### src/rtl/sgps_pkg.sv
// Shared types and constants for the sky gradient pixel shader.
// No dependencies; every other file of the block imports this package.
package sgps_pkg;

  // Field widths fixed by the block's interface
  localparam int PIX_W     = 10;
  localparam int DIM_W     = 11;
  localparam int BYTE_W    = 8;
  localparam int CFG_IDX_W = 2;

  // Register indexes of the configuration channel
  localparam logic [CFG_IDX_W-1:0] REG_IMAGE_WIDTH  = 2'd0;
  localparam logic [CFG_IDX_W-1:0] REG_IMAGE_HEIGHT = 2'd1;

  localparam logic [DIM_W-1:0] WIDTH_RESET  = 11'd400;
  localparam logic [DIM_W-1:0] HEIGHT_RESET = 11'd225;

  // Ray direction: signed components, magnitudes and squares
  localparam int DIR_W = 13;   // 2*col+1-W over the full 11-bit dimension range
  localparam int SQ_W  = 22;   // square of an 11-bit magnitude
  localparam int LEN_W = 24;   // sum of three squares

  // Unit vertical component search, Q1.16 magnitude 0..65536
  localparam int MAG_W      = 17;
  localparam int QBITS      = 17;
  localparam int FRAC_SHIFT = 32;  // target = dy^2 * 2^32
  localparam int RES_W      = 58;  // residual and running q*len2 products
  localparam logic [MAG_W-1:0] ONE_Q16 = 17'd65536;

  // Blend and byte conversion
  localparam int A_W         = 17;
  localparam int RED_N_W     = 18;
  localparam int RED_SHIFT   = 9;
  localparam int GREEN_N_W   = 20;
  localparam int GREEN_SC_W  = 18;
  localparam int GREEN_M_W   = 38;
  localparam int GREEN_SHIFT = 17;
  localparam int GREEN_K_W   = 21;
  localparam int GREEN_R_W   = 22;
  localparam int GREEN_P_W   = 43;
  localparam int GREEN_RSH   = 34;

  localparam logic [RED_N_W-1:0]    RED_BASE    = 18'd131072;
  localparam logic [GREEN_N_W-1:0]  GREEN_BASE  = 20'd655360;
  localparam logic [GREEN_SC_W-1:0] GREEN_SCALE = 18'd255999;
  // ceil(2^34 / 5000): exact floor division by 5000 for any 21-bit value
  localparam logic [GREEN_R_W-1:0]  GREEN_RECIP = 22'd3435974;
  localparam logic [BYTE_W-1:0]     BYTE_FULL   = 8'd255;

  typedef struct packed {
    logic [LEN_W-1:0] len2;
    logic [SQ_W-1:0]  num_sq;
    logic             dy_neg;
  } ray_t;

  typedef struct packed {
    logic [MAG_W-1:0] mag;
    logic             dy_neg;
  } unit_t;

  typedef struct packed {
    logic [BYTE_W-1:0] red;
    logic [BYTE_W-1:0] green;
  } shade_t;

endpackage

### src/rtl/sgps_blend.sv
// Blend factor and byte conversion of red and green.
// Three register stages with two constant multipliers; depends on sgps_pkg.
module sgps_blend (
  input  logic            clk,
  input  logic            rst,
  input  logic            adv,
  input  logic            in_valid,
  input  sgps_pkg::unit_t in_unit,
  output logic            out_valid,
  output sgps_pkg::shade_t out_shade
);
  import sgps_pkg::*;

  logic [MAG_W:0]     a_sum;
  logic [A_W-1:0]     a_q;
  logic [RED_N_W-1:0] red_n;
  logic [RED_N_W-RED_SHIFT-1:0] red_w;
  logic [GREEN_N_W-1:0] green_n;
  logic [GREEN_M_W-1:0] green_m;
  logic [GREEN_P_W-1:0] green_p;
  logic [GREEN_P_W-GREEN_RSH-1:0] green_w;

  logic                 s1_valid;
  logic [BYTE_W-1:0]    s1_red;
  logic [GREEN_N_W-1:0] s1_gn;

  logic                 s2_valid;
  logic [BYTE_W-1:0]    s2_red;
  logic [GREEN_K_W-1:0] s2_gk;

  always_comb begin
    a_sum = in_unit.dy_neg ? ({1'b0, ONE_Q16} - {1'b0, in_unit.mag})
                           : ({1'b0, ONE_Q16} + {1'b0, in_unit.mag});
    a_q   = a_sum[MAG_W:1];
    // 255999*n/131072000 = n/512 less at most 0.001: borrow only on exact multiples
    red_n = RED_BASE - RED_N_W'(a_q);
    red_w = red_n[RED_N_W-1:RED_SHIFT] -
            (RED_N_W - RED_SHIFT)'(red_n[RED_SHIFT-1:0] == '0);
    green_n = GREEN_BASE - (GREEN_N_W'({a_q, 1'b0}) + GREEN_N_W'(a_q));
    green_m = GREEN_M_W'(s1_gn) * GREEN_M_W'(GREEN_SCALE);
    // divide by 2^17 * 5000: shift, then reciprocal multiply
    green_p = GREEN_P_W'(s2_gk) * GREEN_P_W'(GREEN_RECIP);
    green_w = green_p[GREEN_P_W-1:GREEN_RSH];
  end

  always_ff @(posedge clk) begin
    if (rst) begin
      s1_valid  <= 1'b0;
      s2_valid  <= 1'b0;
      out_valid <= 1'b0;
    end else if (adv) begin
      s1_valid  <= in_valid;
      s2_valid  <= s1_valid;
      out_valid <= s2_valid;
    end
  end

  always_ff @(posedge clk) begin
    if (adv) begin
      s1_red <= (red_w > (RED_N_W - RED_SHIFT)'(BYTE_FULL)) ? BYTE_FULL : red_w[BYTE_W-1:0];
      s1_gn  <= green_n;

      s2_red <= s1_red;
      s2_gk  <= green_m[GREEN_M_W-1:GREEN_SHIFT];

      out_shade.red   <= s2_red;
      out_shade.green <= (green_w > (GREEN_P_W - GREEN_RSH)'(BYTE_FULL)) ?
                         BYTE_FULL : green_w[BYTE_W-1:0];
    end
  end

endmodule

### config.mk
export PLATFORM = sky130hd
export DESIGN_NAME = sgps_blend
export DESIGN_NICKNAME = d
export VERILOG_FILES = /design/src/rtl/sgps_pkg.sv /design/src/rtl/sgps_blend.sv
export SDC_FILE = /design/constraint.sdc
export NUM_CORES = 1
export LEC_CHECK = 0
export BUFFER_PORTS_ARGS = -buffer_cell sky130_fd_sc_hd__buf_4
export CORE_MARGIN = 3
export CORE_UTILIZATION = 38
export DETAILED_ROUTE_END_ITERATION = 10
export PLACE_DENSITY = 0.54
export SLEW_MARGIN = 20
export SYNTH_ARGS = -nofsm -noshare
export SYNTH_HDL_FRONTEND = slang
export SYNTH_SLANG_ARGS = --single-unit
### constraint.sdc
create_clock -name clk -period 12.6 [get_ports clk]
set_input_delay 0.63 -clock clk [delete_from_list [all_inputs] [get_ports clk]]
set_output_delay 0.63 -clock clk [all_outputs]
set_load 0.005 [all_outputs]
==> impl_metrics.tcl <==
set metrics [dict create \
    outcome "complete, no violations" \
    hold_path_depth 0 \
    syn-num-nets 2506 \
    grt_first_pass_wirelength_mm 70.4 \
    post-cts-setup-buffers 0 \
    worst-setup-path-type "reg2reg" \
    reg2reg_to "out_shade[1]" \
    synth_top_area_cell "fa_1" \
    layout.nets 2551 \
    start_util_pct 38.8 \
    portBuffers 38 \
    drt_iter0_drc 654 \
    reg2reg_slack_ns 4.74 \
    dieArea_mm2 0.0520 \
    fin_crit_sh_pct 62.4 \
    overflow 0 \
    dieWidth_um 228 \
    critical_path_depth 22 \
    syn_to_final_growth_pct 7.31 \
    syn_area_per_cell_um2 10.5 \
    skew_ns 0.0196 \
    critPathMaxStageDelay_ns 0.69 \
    antennaDiodeCount 0 \
    drive_gt1_share_pct 3.87 \
    crit_path_end_kind "flop" \
    clk_pin_slew_ns 0.08 \
    ys_async_sr_fraction_pct 0 \
    dr_total_vias 12000 \
    finalSetupViolCount 0 \
    grt_pass1_vias 13000 \
    synth_ff_type "edfxtp_1" \
    die_h_um 228 \
    drc_errors 0 \
    cp_num_buf_inv 4 \
    postPlaceCellArea_mm2 0.0198 \
    cap_violations 0 \
    grt_antenna_before_repair 0 \
    drt_pass1_iterations 5 \
    clock-sinks 76 \
    cpMaxStageDelayCell "o32ai_1" \
    synth_warnings 0 \
    worst_pin_slew_ns 0.966 \
    synth-edff-count 73 \
    yosysTopAreaCellShare_pct 37.2 \
    finalWirelength_mm 42.8 \
    tns_ns 0 \
    setup.worst_path.start "s2_gk[1]" \
    fmaxAchievable_ghz 0.127 \
    rsz0062_at_grt "false" \
    cts_buffers 9 \
    cts_resized 0 \
    r2r-start "s2_gk[1]" \
    stdcell_count 2490 \
    crit_arrival_ns 7.93 \
    cts_tree "yes" \
    gp_congestion 0.921 \
    yosysUniqueCellTypes 61 \
    slew_violations 0 \
    ant_nets 0 \
    worst_setup_path_start_kind "flop" \
    yosys-top-cells-area "fa_1 (37%), ha_1 (24%), edfxtp_1 (12%), inv_1 (10%), xnor2_1 (2.1%)" \
    path_common_cell "fa_1" \
    mappedNetlistArea_mm2 0.0187 \
    fin_util_pct 41.7 \
    hp-class "reg2reg" \
    crit_fanout 8 \
    hold_viol 0 \
    crit_chain "ha_1 -> xor2_1 -> ha_1 -> inv_1 -> fa_1 -> inv_1 -> fa_1 -> fa_1 -> fa_1 -> inv_1 -> fa_1 -> inv_1 -> ha_1 -> nand3_1 -> nor4_1 -> nand2_1 -> o32ai_1 -> o41ai_1 -> o211ai_1 -> o211ai_1 -> xnor2_1 -> o21ai_0" \
    gr-usage-all-layers_pct 17.2 \
    clock-root-buffer "clkbuf_16" \
    clk_path_buf_depth 2 \
    grt_max_degree 65 \
    clk_latency_ns 0.38 \
    fin_area_mm2 0.0201 \
    cp_top_family "adder cells" \
    rows 80 \
    placedCellCount 2474 \
    critPathRequiredTime_ns 12.68 \
    ys_ff_latch 76 \
    top_level_ports 39 \
    ys_seq_area_share_pct 12.0 \
    netlist_instances 1784 \
    cts_hold_buffers 0 \
    rr_worst_depth 22 \
    viasPerCell 4.82 \
    endpoint "out_shade[1]" \
    dpl.hpwl_mm 38.7 \
    coreArea_mm2 0.0482 \
    wl_per_cell_um 17.2 \
    htree_levels 3 \
    min_period_ns 7.86 \
    slew_headroom_pct 35.6 \
]
==> cells by family after synthesis <==
group	Yosys count	share of synthesized area, %
adder cells (fa/ha/maj)	700	60.7
XOR/XNOR	87	4.15
AO/OA/AOI/OAI	197	7.01
multiplexers	5	0.267
flip-flops	76	12.0
AND/OR/NAND/NOR	198	5.38
buffers and inverters	521	10.5
==> through the flow <==
step                hold WS, ns  setup WS (ns)
finish                    0.421           4.74
global route              0.410           4.22
CTS                       0.395           4.75
detailed placement        0.405           4.76
global placement          0.409           5.03
floorplan                 0.400           6.10
==> synth_stat cells (6+ instances only) <==
cell	n
a21o_1	21
a21oi_1	61
a31oi_1	8
and2_1	6
and3_1	7
edfxtp_1	73
fa_1	348
ha_1	352
inv_1	516
nand2_1	53
nand2b_1	10
nand3_1	20
nand4_1	10
nor2_1	39
nor2b_1	9
nor3_1	15
o211ai_1	8
o21a_1	8
o21ai_0	30
o21bai_1	9
o31ai_1	8
or2_2	7
xnor2_1	45
xor2_1	40
==> state kept, by name, summed over array words and instances (netlist names) <==
register	cells
out_valid	1
out_shade	16
s1_valid	1
s2_gk	21
s2_valid	1
s1_gn	20
s2_red	8
s1_red	8
==> routing by layer <==
| layer | GRT usage, % | vias up | share of wire, % | routed length [µm] |
|---|---|---|---|---|
| met5 | 0 | - | 0 | 0 |
| met4 | 3.30 | 0 | 1.0 | 435 |
| met1 | 26.8 | 6039 | 52 | 22100 |
| li1 | - | 5764 | - | - |
| met2 | 25.4 | 173 | 44 | 18700 |
| met3 | 2.38 | 24 | 3.7 | 1590 |
==> how the worst min path moves through the flow <==
stage / from / endpoint
2_1_floorplan: s2_red[2] / out_shade[10]
3_5_place_dp: s2_red[7] / out_shade[15]
5_1_grt: rst / out_valid
4_1_cts: rst / out_valid
6_report: s1_red[7] / s2_red[7]
3_3_place_gp: s2_red[0] / out_shade[8]
==> layout make-up <==
class / count / area [µm²]
fill: 4705 / 28100
multi-input combinational: 1187 / 14500
sequential: 76 / 2250
inverter: 516 / 1940
tap: 656 / 821
timing repair buffer: 39 / 293
clock buffer: 9 / 225
clock inverter: 7 / 56.3
==> placed cells by master (no fill, tap or decap), types with 4 or more instances in the layout <==
master	Yosys	final
nor2b_1	9	9
a211oi_1	4	4
o21bai_1	9	9
inv_1	516	516
a21oi_1	61	61
nor2_1	39	39
nand2b_1	10	10
xor2_1	40	40
o41ai_1	4	4
and3_1	7	7
nand3b_1	4	4
nand3_1	20	20
o21a_1	8	8
buf_4	0	39
xnor2_1	45	45
and2_1	6	6
nor4_1	4	4
mux2i_1	5	5
o211ai_1	8	8
a31oi_1	8	8
a21o_1	21	21
fa_1	348	348
clkbuf_16	0	9
o21ai_0	30	30
nand2_1	53	53
o2111ai_1	5	5
nand4_1	10	10
nor3_1	15	15
or2_2	7	7
edfxtp_1	73	73
o31ai_1	8	8
a2111oi_0	4	4
ha_1	352	352
Power is not shown: default switching activity piles up to over one toggle a cycle in this logic, so the estimate is an artifact.
