[config.mk]
export PLATFORM = sky130hd
export DESIGN_NAME = sgps_ray
export DESIGN_NICKNAME = d
export VERILOG_FILES = /design/src/rtl/sgps_pkg.sv /design/src/rtl/sgps_ray.sv
export SDC_FILE = /design/constraint.sdc
export NUM_CORES = 1
export LEC_CHECK = 0
export BUFFER_PORTS_ARGS = -buffer_cell sky130_fd_sc_hd__buf_2
export CELL_PAD_IN_SITES_DETAIL_PLACEMENT = 0
export CELL_PAD_IN_SITES_GLOBAL_PLACEMENT = 1
export CORE_MARGIN = 2
export CORE_UTILIZATION = 55
export CTS_CLUSTER_DIAMETER = 200
export DETAILED_ROUTE_END_ITERATION = 7
export GPL_ROUTABILITY_DRIVEN = 0
export PLACE_DENSITY_LB_ADDON = 0.1
export SKIP_LAST_GASP = 1
export SLEW_MARGIN = 20
export SYNTH_ARGS = -nofsm -noshare
export SYNTH_HDL_FRONTEND = slang
export SYNTH_SLANG_ARGS = --single-unit
export TNS_END_PERCENT = 100
[constraint.sdc]
create_clock -name clk -period 7.68 [get_ports clk]
set_input_delay 1.152 -clock clk [delete_from_list [all_inputs] [get_ports clk]]
set_output_delay 1.152 -clock clk [all_outputs]
set_load 0.005 [all_outputs]
[src/rtl/sgps_pkg.sv]
// Shared types and constants for the sky gradient pixel shader.
// No dependencies; every other file of the block imports this package.
package sgps_pkg;

  // Field widths fixed by the block's interface
  localparam int PIX_W     = 10;
  localparam int DIM_W     = 11;
  localparam int BYTE_W    = 8;
  localparam int CFG_IDX_W = 2;

  // Register indexes of the configuration channel
  localparam logic [CFG_IDX_W-1:0] REG_IMAGE_WIDTH  = 2'd0;
  localparam logic [CFG_IDX_W-1:0] REG_IMAGE_HEIGHT = 2'd1;

  localparam logic [DIM_W-1:0] WIDTH_RESET  = 11'd400;
  localparam logic [DIM_W-1:0] HEIGHT_RESET = 11'd225;

  // Ray direction: signed components, magnitudes and squares
  localparam int DIR_W = 13;   // 2*col+1-W over the full 11-bit dimension range
  localparam int SQ_W  = 22;   // square of an 11-bit magnitude
  localparam int LEN_W = 24;   // sum of three squares

  // Unit vertical component search, Q1.16 magnitude 0..65536
  localparam int MAG_W      = 17;
  localparam int QBITS      = 17;
  localparam int FRAC_SHIFT = 32;  // target = dy^2 * 2^32
  localparam int RES_W      = 58;  // residual and running q*len2 products
  localparam logic [MAG_W-1:0] ONE_Q16 = 17'd65536;

  // Blend and byte conversion
  localparam int A_W         = 17;
  localparam int RED_N_W     = 18;
  localparam int RED_SHIFT   = 9;
  localparam int GREEN_N_W   = 20;
  localparam int GREEN_SC_W  = 18;
  localparam int GREEN_M_W   = 38;
  localparam int GREEN_SHIFT = 17;
  localparam int GREEN_K_W   = 21;
  localparam int GREEN_R_W   = 22;
  localparam int GREEN_P_W   = 43;
  localparam int GREEN_RSH   = 34;

  localparam logic [RED_N_W-1:0]    RED_BASE    = 18'd131072;
  localparam logic [GREEN_N_W-1:0]  GREEN_BASE  = 20'd655360;
  localparam logic [GREEN_SC_W-1:0] GREEN_SCALE = 18'd255999;
  // ceil(2^34 / 5000): exact floor division by 5000 for any 21-bit value
  localparam logic [GREEN_R_W-1:0]  GREEN_RECIP = 22'd3435974;
  localparam logic [BYTE_W-1:0]     BYTE_FULL   = 8'd255;

  typedef struct packed {
    logic [LEN_W-1:0] len2;
    logic [SQ_W-1:0]  num_sq;
    logic             dy_neg;
  } ray_t;

  typedef struct packed {
    logic [MAG_W-1:0] mag;
    logic             dy_neg;
  } unit_t;

  typedef struct packed {
    logic [BYTE_W-1:0] red;
    logic [BYTE_W-1:0] green;
  } shade_t;

endpackage

[src/rtl/sgps_ray.sv]
// Ray setup: direction components, their squares and the squared length.
// Three register stages; depends on sgps_pkg.
module sgps_ray (
  input  logic                      clk,
  input  logic                      rst,
  input  logic                      adv,
  input  logic                      in_valid,
  input  logic [sgps_pkg::PIX_W-1:0] pixel_col,
  input  logic [sgps_pkg::PIX_W-1:0] pixel_row,
  input  logic [sgps_pkg::DIM_W-1:0] image_width,
  input  logic [sgps_pkg::DIM_W-1:0] image_height,
  output logic                      out_valid,
  output sgps_pkg::ray_t            out_ray
);
  import sgps_pkg::*;

  logic signed [DIR_W-1:0] dx;
  logic signed [DIR_W-1:0] dy;
  logic [DIR_W-1:0]        dx_mag;
  logic [DIR_W-1:0]        dy_mag;

  logic             s1_valid;
  logic [DIM_W-1:0] ax;
  logic [DIM_W-1:0] ay;
  logic [DIM_W-1:0] az;
  logic             s1_neg;

  logic            s2_valid;
  logic [SQ_W-1:0] ax_sq;
  logic [SQ_W-1:0] ay_sq;
  logic [SQ_W-1:0] az_sq;
  logic            s2_neg;

  always_comb begin
    dx     = $signed({2'b00, pixel_col, 1'b1}) - $signed({2'b00, image_width});
    dy     = $signed({2'b00, image_height}) - $signed({2'b00, pixel_row, 1'b1});
    dx_mag = dx[DIR_W-1] ? (DIR_W'(0) - DIR_W'(dx)) : DIR_W'(dx);
    dy_mag = dy[DIR_W-1] ? (DIR_W'(0) - DIR_W'(dy)) : DIR_W'(dy);
  end

  // valid bits
  always_ff @(posedge clk) begin
    if (rst) begin
      s1_valid  <= 1'b0;
      s2_valid  <= 1'b0;
      out_valid <= 1'b0;
    end else if (adv) begin
      s1_valid  <= in_valid;
      s2_valid  <= s1_valid;
      out_valid <= s2_valid;
    end
  end

  // payload
  always_ff @(posedge clk) begin
    if (adv) begin
      ax     <= dx_mag[DIM_W-1:0];
      ay     <= dy_mag[DIM_W-1:0];
      az     <= image_height;
      s1_neg <= dy[DIR_W-1];

      ax_sq  <= SQ_W'(ax) * SQ_W'(ax);
      ay_sq  <= SQ_W'(ay) * SQ_W'(ay);
      az_sq  <= SQ_W'(az) * SQ_W'(az);
      s2_neg <= s1_neg;

      out_ray.len2   <= LEN_W'(ax_sq) + LEN_W'(ay_sq) + LEN_W'(az_sq);
      out_ray.num_sq <= ay_sq;
      out_ray.dy_neg <= s2_neg;
    end
  end

endmodule

==> metrics.csv, run 1 <==
stage,metric,value,unit
cells_and_area,diodes,0,
clock_network,cts.path.max_buffers,2,
timing,slew_headroom,40.4,%
critical_path,crit_arrival,5.88,ns
synth,async_reset_ff_share,0,%
floorplanning,die_area,32300,µm²
critical_path,critPathLaunch,ay[5]$_DFFE_PP_,
cells_and_area,fillers,2622,
critical_path,cpPeakStageDelay,0.59,ns
grt,grt_start_max_net_pins,88,
critical_path,cp_slowest_cell,edfxtp_1,
detailed_routing,drc_errors,0,
floorplanning,die_w,180,µm
outcome,status,completed,
detailed_routing,num_vias,11100,
cells_and_area,multi_input_area,11200,µm²
timing,worstMarginPinSlew,0.886,ns
cells_and_area,drive_gt1_share,8.38,%
hold_path,hp-class,register to register,
timing,hold_viol,0,
floorplanning,die_h,180,µm
grt,antenna_found_initial,0,
place,port_buffers,92,
critical_path,cp-start-kind,register,
timing,post-route-period-util,74.1,%
hold_path,min-delay-start,s2_neg$_DFFE_PP_,
clock_network,numCtsBuffers,17,
timing,finClkSkew,0.0282,ns
floorplanning,initial_core_util,55.7,%
clock_network,cts-root-buf,clkbuf_16,
timing,timing.fmax,0.176,GHz
timing,setup_viol,0,
floorplanning,placementRows,64,
clock_network,clk_latency,0.45,ns
grt,grt_pass1_wl,55400,µm
synth,postSynthAreaPerCell,10.3,µm²
timing,grt_setup_unrepaired,no,
critical_path,crit_path_max_fanout,11,
synth,syn-cell-area,17000,µm²
clock_network,hold_buffers,0,
clock_network,htreeDepth,4,
synth,dominantRegCellSynth,edfxtp_1,
place,dp_hpwl,26700,µm
critical_path,critPathKind,register to register,
floorplanning,pin_count,94,
timing,tns,0,ns
clock_network,cts.sinks,147,
detailed_routing,wl,32300,µm
synth,ys_seq_elements,147,
synth,ys_warn_count,0,
cells_and_area,syn_to_final_growth,8.34,%
detailed_routing,vias_per_cell,5.21,
detailed_routing,avgRoutedWirePerCell,15.1,µm
cells_and_area,nets,2185,
synth,synthCells,1655,
synth,synth_edf_count,144,
cells_and_area,regArea,4380,µm²
clock_network,clkTransAtPathRegs,0.08,ns
timing,fin_crit,5.69,ns
synth,ys_seq_area_share,25.8,%
detailed_routing,postRouteAntennaNets,0,
clock_network,post-cts-setup-buffers,0,
grt,grt_pass1_vias,11400,
grt,gr-usage-all-layers,21.1,%
flow_run,maxCapViolations,0,
critical_path,r2r_start,ay[5]$_DFFE_PP_,
detailed_routing,drt_iter0_markers,547,
grt,grt-ovfl-total,0,
clock_network,cts_tree,yes,
critical_path,cp.required,7.87,ns
synth,synth_cell_types,63,
clock_network,ctsResizeCount,0,
critical_path,cp-end-kind,register,
critical_path,crit_chain,nand2_1 -> fa_1 -> inv_1 -> fa_1 -> inv_1 -> fa_1 -> inv_1 -> fa_1 -> inv_1 -> fa_1 -> inv_1 -> ha_1 -> nor3_1 -> o21ai_0 -> a31oi_1 -> o31ai_1 -> and4_1 -> a211o_1 -> xnor2_1,
floorplanning,coreArea,30500,µm²
timing,drv_slew,0,
detailed_routing,drt_first_pass_iters,5,
[cell usage after synthesis (21+ instances only)]
master	n	area, µm²
inv_1	343	1290
fa_1	213	4260
ha_1	197	2460
edfxtp_1	144	4320
nand2_1	118	443
and2_1	83	519
xnor2_1	81	709
a21oi_1	76	380
nor2_1	58	218
o21ai_0	40	200
clkbuf_1	38	143
a21o_1	35	263
xor2_1	31	272
nor2b_1	21	131
[layout make-up]
cell class                 instances  share of cell area (%)
clock inverter                    15                   0.904
tap                              396                    2.69
inverter                         343                    6.99
timing repair buffer              93                    2.58
clock buffer                      17                    2.31
multi-input combinational       1127                    60.7
sequential                       147                    23.8
[worst max-delay path, delay by kind of cell, from the launching register on]
family / cells / cell delay [ns]
AOI/OAI and AO/OA: 4 / 1.03
xor gates and xnor gates: 1 / 0.13
adders and majority gates: 6 / 2.83
buffers and inverters: 5 / 0.25
DFF: 1 / 0.59
and+or+nand+nor: 3 / 0.60
[cells in the final DEF, fill, tap and decap left out, drive strengths merged, types with 4 or more instances in the layout]
| master | n |
|---|---|
| a31oi | 6 |
| nor2 | 58 |
| buf | 93 |
| xor2 | 31 |
| conb | 4 |
| edfxtp | 144 |
| o31ai | 9 |
| inv | 351 |
| xnor2 | 82 |
| and2 | 83 |
| nor3 | 14 |
| fa | 213 |
| o21bai | 10 |
| nand2 | 118 |
| mux2i | 6 |
| o21a | 14 |
| clkbuf | 17 |
| nand4 | 5 |
| nor2b | 21 |
| a21oi | 78 |
| o211ai | 5 |
| o21ai | 44 |
| and3 | 9 |
| ha | 197 |
| nand3 | 11 |
| nand2b | 8 |
| a21o | 35 |
| a211oi | 11 |
| a221oi | 4 |
| mux2 | 4 |
[routing by layer]
layer  share of wire, %  track usage (%)
met5                  0                0
met4                1.4             5.07
met3                3.6             2.84
met2                 47             34.3
met1                 48             30.1
[cells by family (layout without fill, tap and decap cells)]
| group | Yosys count | after routing | synth area share [%] |
|---|---|---|---|
| compound gates | 240 | 240 | 9.25 |
| xor+xnor | 113 | 113 | 5.87 |
| fa+ha+maj | 410 | 410 | 39.6 |
| buf+inv | 384 | 468 | 8.52 |
| flops | 147 | 147 | 25.8 |
| mux | 10 | 10 | 0.619 |
| other cells | 1 | 4 | 0.0221 |
| simple gates | 350 | 350 | 10.3 |
[final timing paths]
kind                                        endpoint  slack, ns  depth (start not counted)
worst min register to register  out_ray[0]$_DFFE_PP_       0.43                          0
worst max-delay path             ay_sq[21]$_DFFE_PP_       1.99                         19
worst min-delay path            out_ray[0]$_DFFE_PP_       0.43                          0
worst max register to register   ay_sq[21]$_DFFE_PP_       1.99                         19
[registers in the layout (all words and copies together) (netlist names)]
name       cells
out_valid      1
s2_valid       1
ay            11
s2_neg         1
az            11
s1_neg         1
ax_sq         21
out_ray       46
ax            11
az_sq         21
s1_valid       1
ay_sq         21
[per-stage QoR]
stage / utilization [%] / hold WS [ns] / std cells / worst slack [ns] / instance area [µm²]
6_report: 60.3 / 0.426 / 2138 / 1.99 / 18400
3_5_place_dp: 58.4 / 0.406 / 2106 / 2.09 / 17800
2_1_floorplan: - / 0.400 / 1658 / 2.41 / 17000
5_1_grt: 60.3 / 0.449 / 2138 / 1.67 / 18400
3_3_place_gp: 58.4 / 0.401 / 2106 / 2.13 / 17800
4_1_cts: 60.3 / 0.426 / 2138 / 2.02 / 18400
Power of run 1 is left out: the tool's default activity adds up to more than one toggle a clock period on the data nets, which glitch-free logic cannot reach.
==> run 2: changes to the inputs <==
Settings changed: CORE_UTILIZATION 55 to 46.
Clock period 7.68 ns to 4.7 ns, I/O delays scaled along.
==> run 2 against run 1 <==
  * The run now ends with negative setup slack left
  * Register-to-register slack worse by 2.3 ns
  * Maximum frequency up 14%
  * First-iteration DRC count is 30% lower
  * Core utilization decreased by 1.9 points
  * Critical path type unchanged
==> metrics.csv, run 2 (same netlist as run 1, synthesis figures left out) <==
stage,metric,value,unit
critical_path,worst-r2r-cell-count,15,
cells_and_area,drive_gt1_share,27.6,%
timing,setup_slack,-0.277,ns
cells_and_area,layout_commonest_cell,inv_1,
clock_network,clk_latency,0.44,ns
grt,grt_pass1_vias,12300,
cells_and_area,mostFrequentLayoutCells,"inv_1 (323), buf_4 (213), fa_1 (200), ha_1 (168), edfxtp_1 (144)",
critical_path,critPathTopFamily,adder cells,
place,placed_area,19600,µm²
timing,worstMarginPinSlew,0.875,ns
timing,fin_crit,4.98,ns
critical_path,crit_path_max_fanout,5,
floorplanning,die_h,196,µm
timing,setup_viol,27,
floorplanning,pin_count,94,
timing,drv_slew,0,
floorplanning,coreArea,36500,µm²
critical_path,cpPeakStageDelay,0.57,ns
timing,post-route-period-util,106,%
grt,gr-usage-all-layers,19.6,%
clock_network,numCtsBuffers,17,
place,dp.cells,2375,
critical_path,crit_path_frequent_cell,fa_1,
cells_and_area,syn_to_final_growth,25.5,%
clock_network,cts.sinks,147,
hold_path,hold_depth,0,
detailed_routing,drc_errors,0,
floorplanning,initial_core_util,46.5,%
timing,finClkSkew,0.00707,ns
place,port_buffers,92,
detailed_routing,avgRoutedWirePerCell,14.5,µm
hold_path,min-delay-start,s2_neg$_DFFE_PP_,
cells_and_area,largest-register,out_ray,
grt,grt_pass1_wl,60100,µm
outcome,violations,negative setup slack,
hold_path,holdPathEnd,out_ray[0]$_DFFE_PP_,
timing,hold_viol,0,
critical_path,cp_num_buf_inv,3,
critical_path,cp-start-kind,register,
critical_path,cp_slowest_cell,fa_1,
critical_path,r2r_start,ay[4]$_DFFE_PP_,
critical_path,r2r_slack,-0.28,ns
clock_network,cts.path.max_buffers,2,
detailed_routing,num_vias,12100,
detailed_routing,drt_first_pass_iters,5,
timing,tns,-4.49,ns
clock_network,cts-root-buf,clkbuf_16,
flow_run,maxCapViolations,0,
detailed_routing,postRouteAntennaNets,0,
detailed_routing,wl,35500,µm
outcome,status,"finished, violations left",
critical_path,crit_arrival,5.28,ns
hold_path,hp-class,register to register,
clock_network,cts_tree,yes,
floorplanning,die_area,38500,µm²
clock_network,clkTransAtPathRegs,0.07,ns
detailed_routing,vias_per_cell,4.93,
critical_path,critPathLaunch,ay[4]$_DFFE_PP_,
critical_path,cp.required,5.01,ns
grt,antenna_found_initial,0,
cells_and_area,postLayoutCellArea,21300,µm²
detailed_routing,drt_iter0_markers,381,
timing,slew_headroom,41.2,%
cells_and_area,fin_cells,2448,
cells_and_area,nets,2424,
critical_path,critPathKind,register to register,
place,dp_hpwl,28900,µm
clock_network,htreeDepth,4,
timing,timing.fmax,0.201,GHz
critical_path,crit_chain,buf_4 -> and2_4 -> fa_1 -> fa_1 -> fa_2 -> fa_1 -> inv_1 -> fa_1 -> inv_1 -> ha_4 -> a21o_1 -> a41oi_2 -> a31oi_4 -> or4b_1 -> nand3_1,
grt,grt_start_max_net_pins,74,
critical_path,r2r_end,ay_sq[18]$_DFFE_PP_,
critical_path,cp-end-kind,register,
timing,fin_hold_ws,0.421,ns
cells_and_area,diodes,0,
cells_and_area,largest_reg_flops,46,
floorplanning,die_w,196,µm
grt,grt-ovfl-total,0,
floorplanning,placementRows,70,
timing,grt_setup_unrepaired,yes,
-- run 2: changes by cell type in the layout (fill, tap and decap cells not counted), moves of 20 or more --
cell   change
ha_4      +27
buf_4    +212
inv_1     -20
buf_6     +26
ha_1      -29
inv_2     +20
-- run 2: layer usage --
metal	wire (µm)	GRT usage [%]	up-vias
li1	-	-	5994
met1	17300	28.1	5899
met2	17000	32.3	155
met3	868	2.20	20
met4	339	4.24	0
met5	0	0	-
-- run 2: final cells by class --
cell class / count / area, µm²
Clock buffer: 18 / 429
Clock inverter: 13 / 135
Fill cell: 3208 / 15200
Inverter: 343 / 1290
Multi-Input combinational cell: 1127 / 12100
Sequential cell: 147 / 4380
Tap cell: 468 / 586
Timing Repair Buffer: 332 / 2380
-- run 2: how the worst max path moves through the flow --
stage	end	depth (start not counted)	slack, ns
4_1_cts	ay_sq[18]$_DFFE_PP_	19	-0.25
6_report	ay_sq[18]$_DFFE_PP_	15	-0.28
3_5_place_dp	az_sq[19]$_DFFE_PP_	19	-0.41
3_3_place_gp	az_sq[19]$_DFFE_PP_	19	-0.37
2_1_floorplan	az_sq[18]$_DFFE_PP_	17	-0.16
5_1_grt	az_sq[19]$_DFFE_PP_	18	-0.48
-- run 2: through the flow --
stage	setup WS (ns)	utilization [%]
after floorplan	-0.159	-
after global placement	-0.368	53.7
after detailed placement	-0.411	53.7
after CTS	-0.247	57.2
after global routing	-0.483	58.4
final	-0.277	58.4
-- run 2: what timing repair did --
| item | 4_1_cts | 5_1_grt |
|---|---|---|
| endpoints found under the setup margin | 28 | 31 |
| setup buffers | 31 | 14 |
| resized for setup | 108 | 73 |
| cloned | 0 | 0 |
| hold buffers | 0 | 0 |
| pin swaps | 100 | 66 |
Power of run 2 is left out for the same reason.
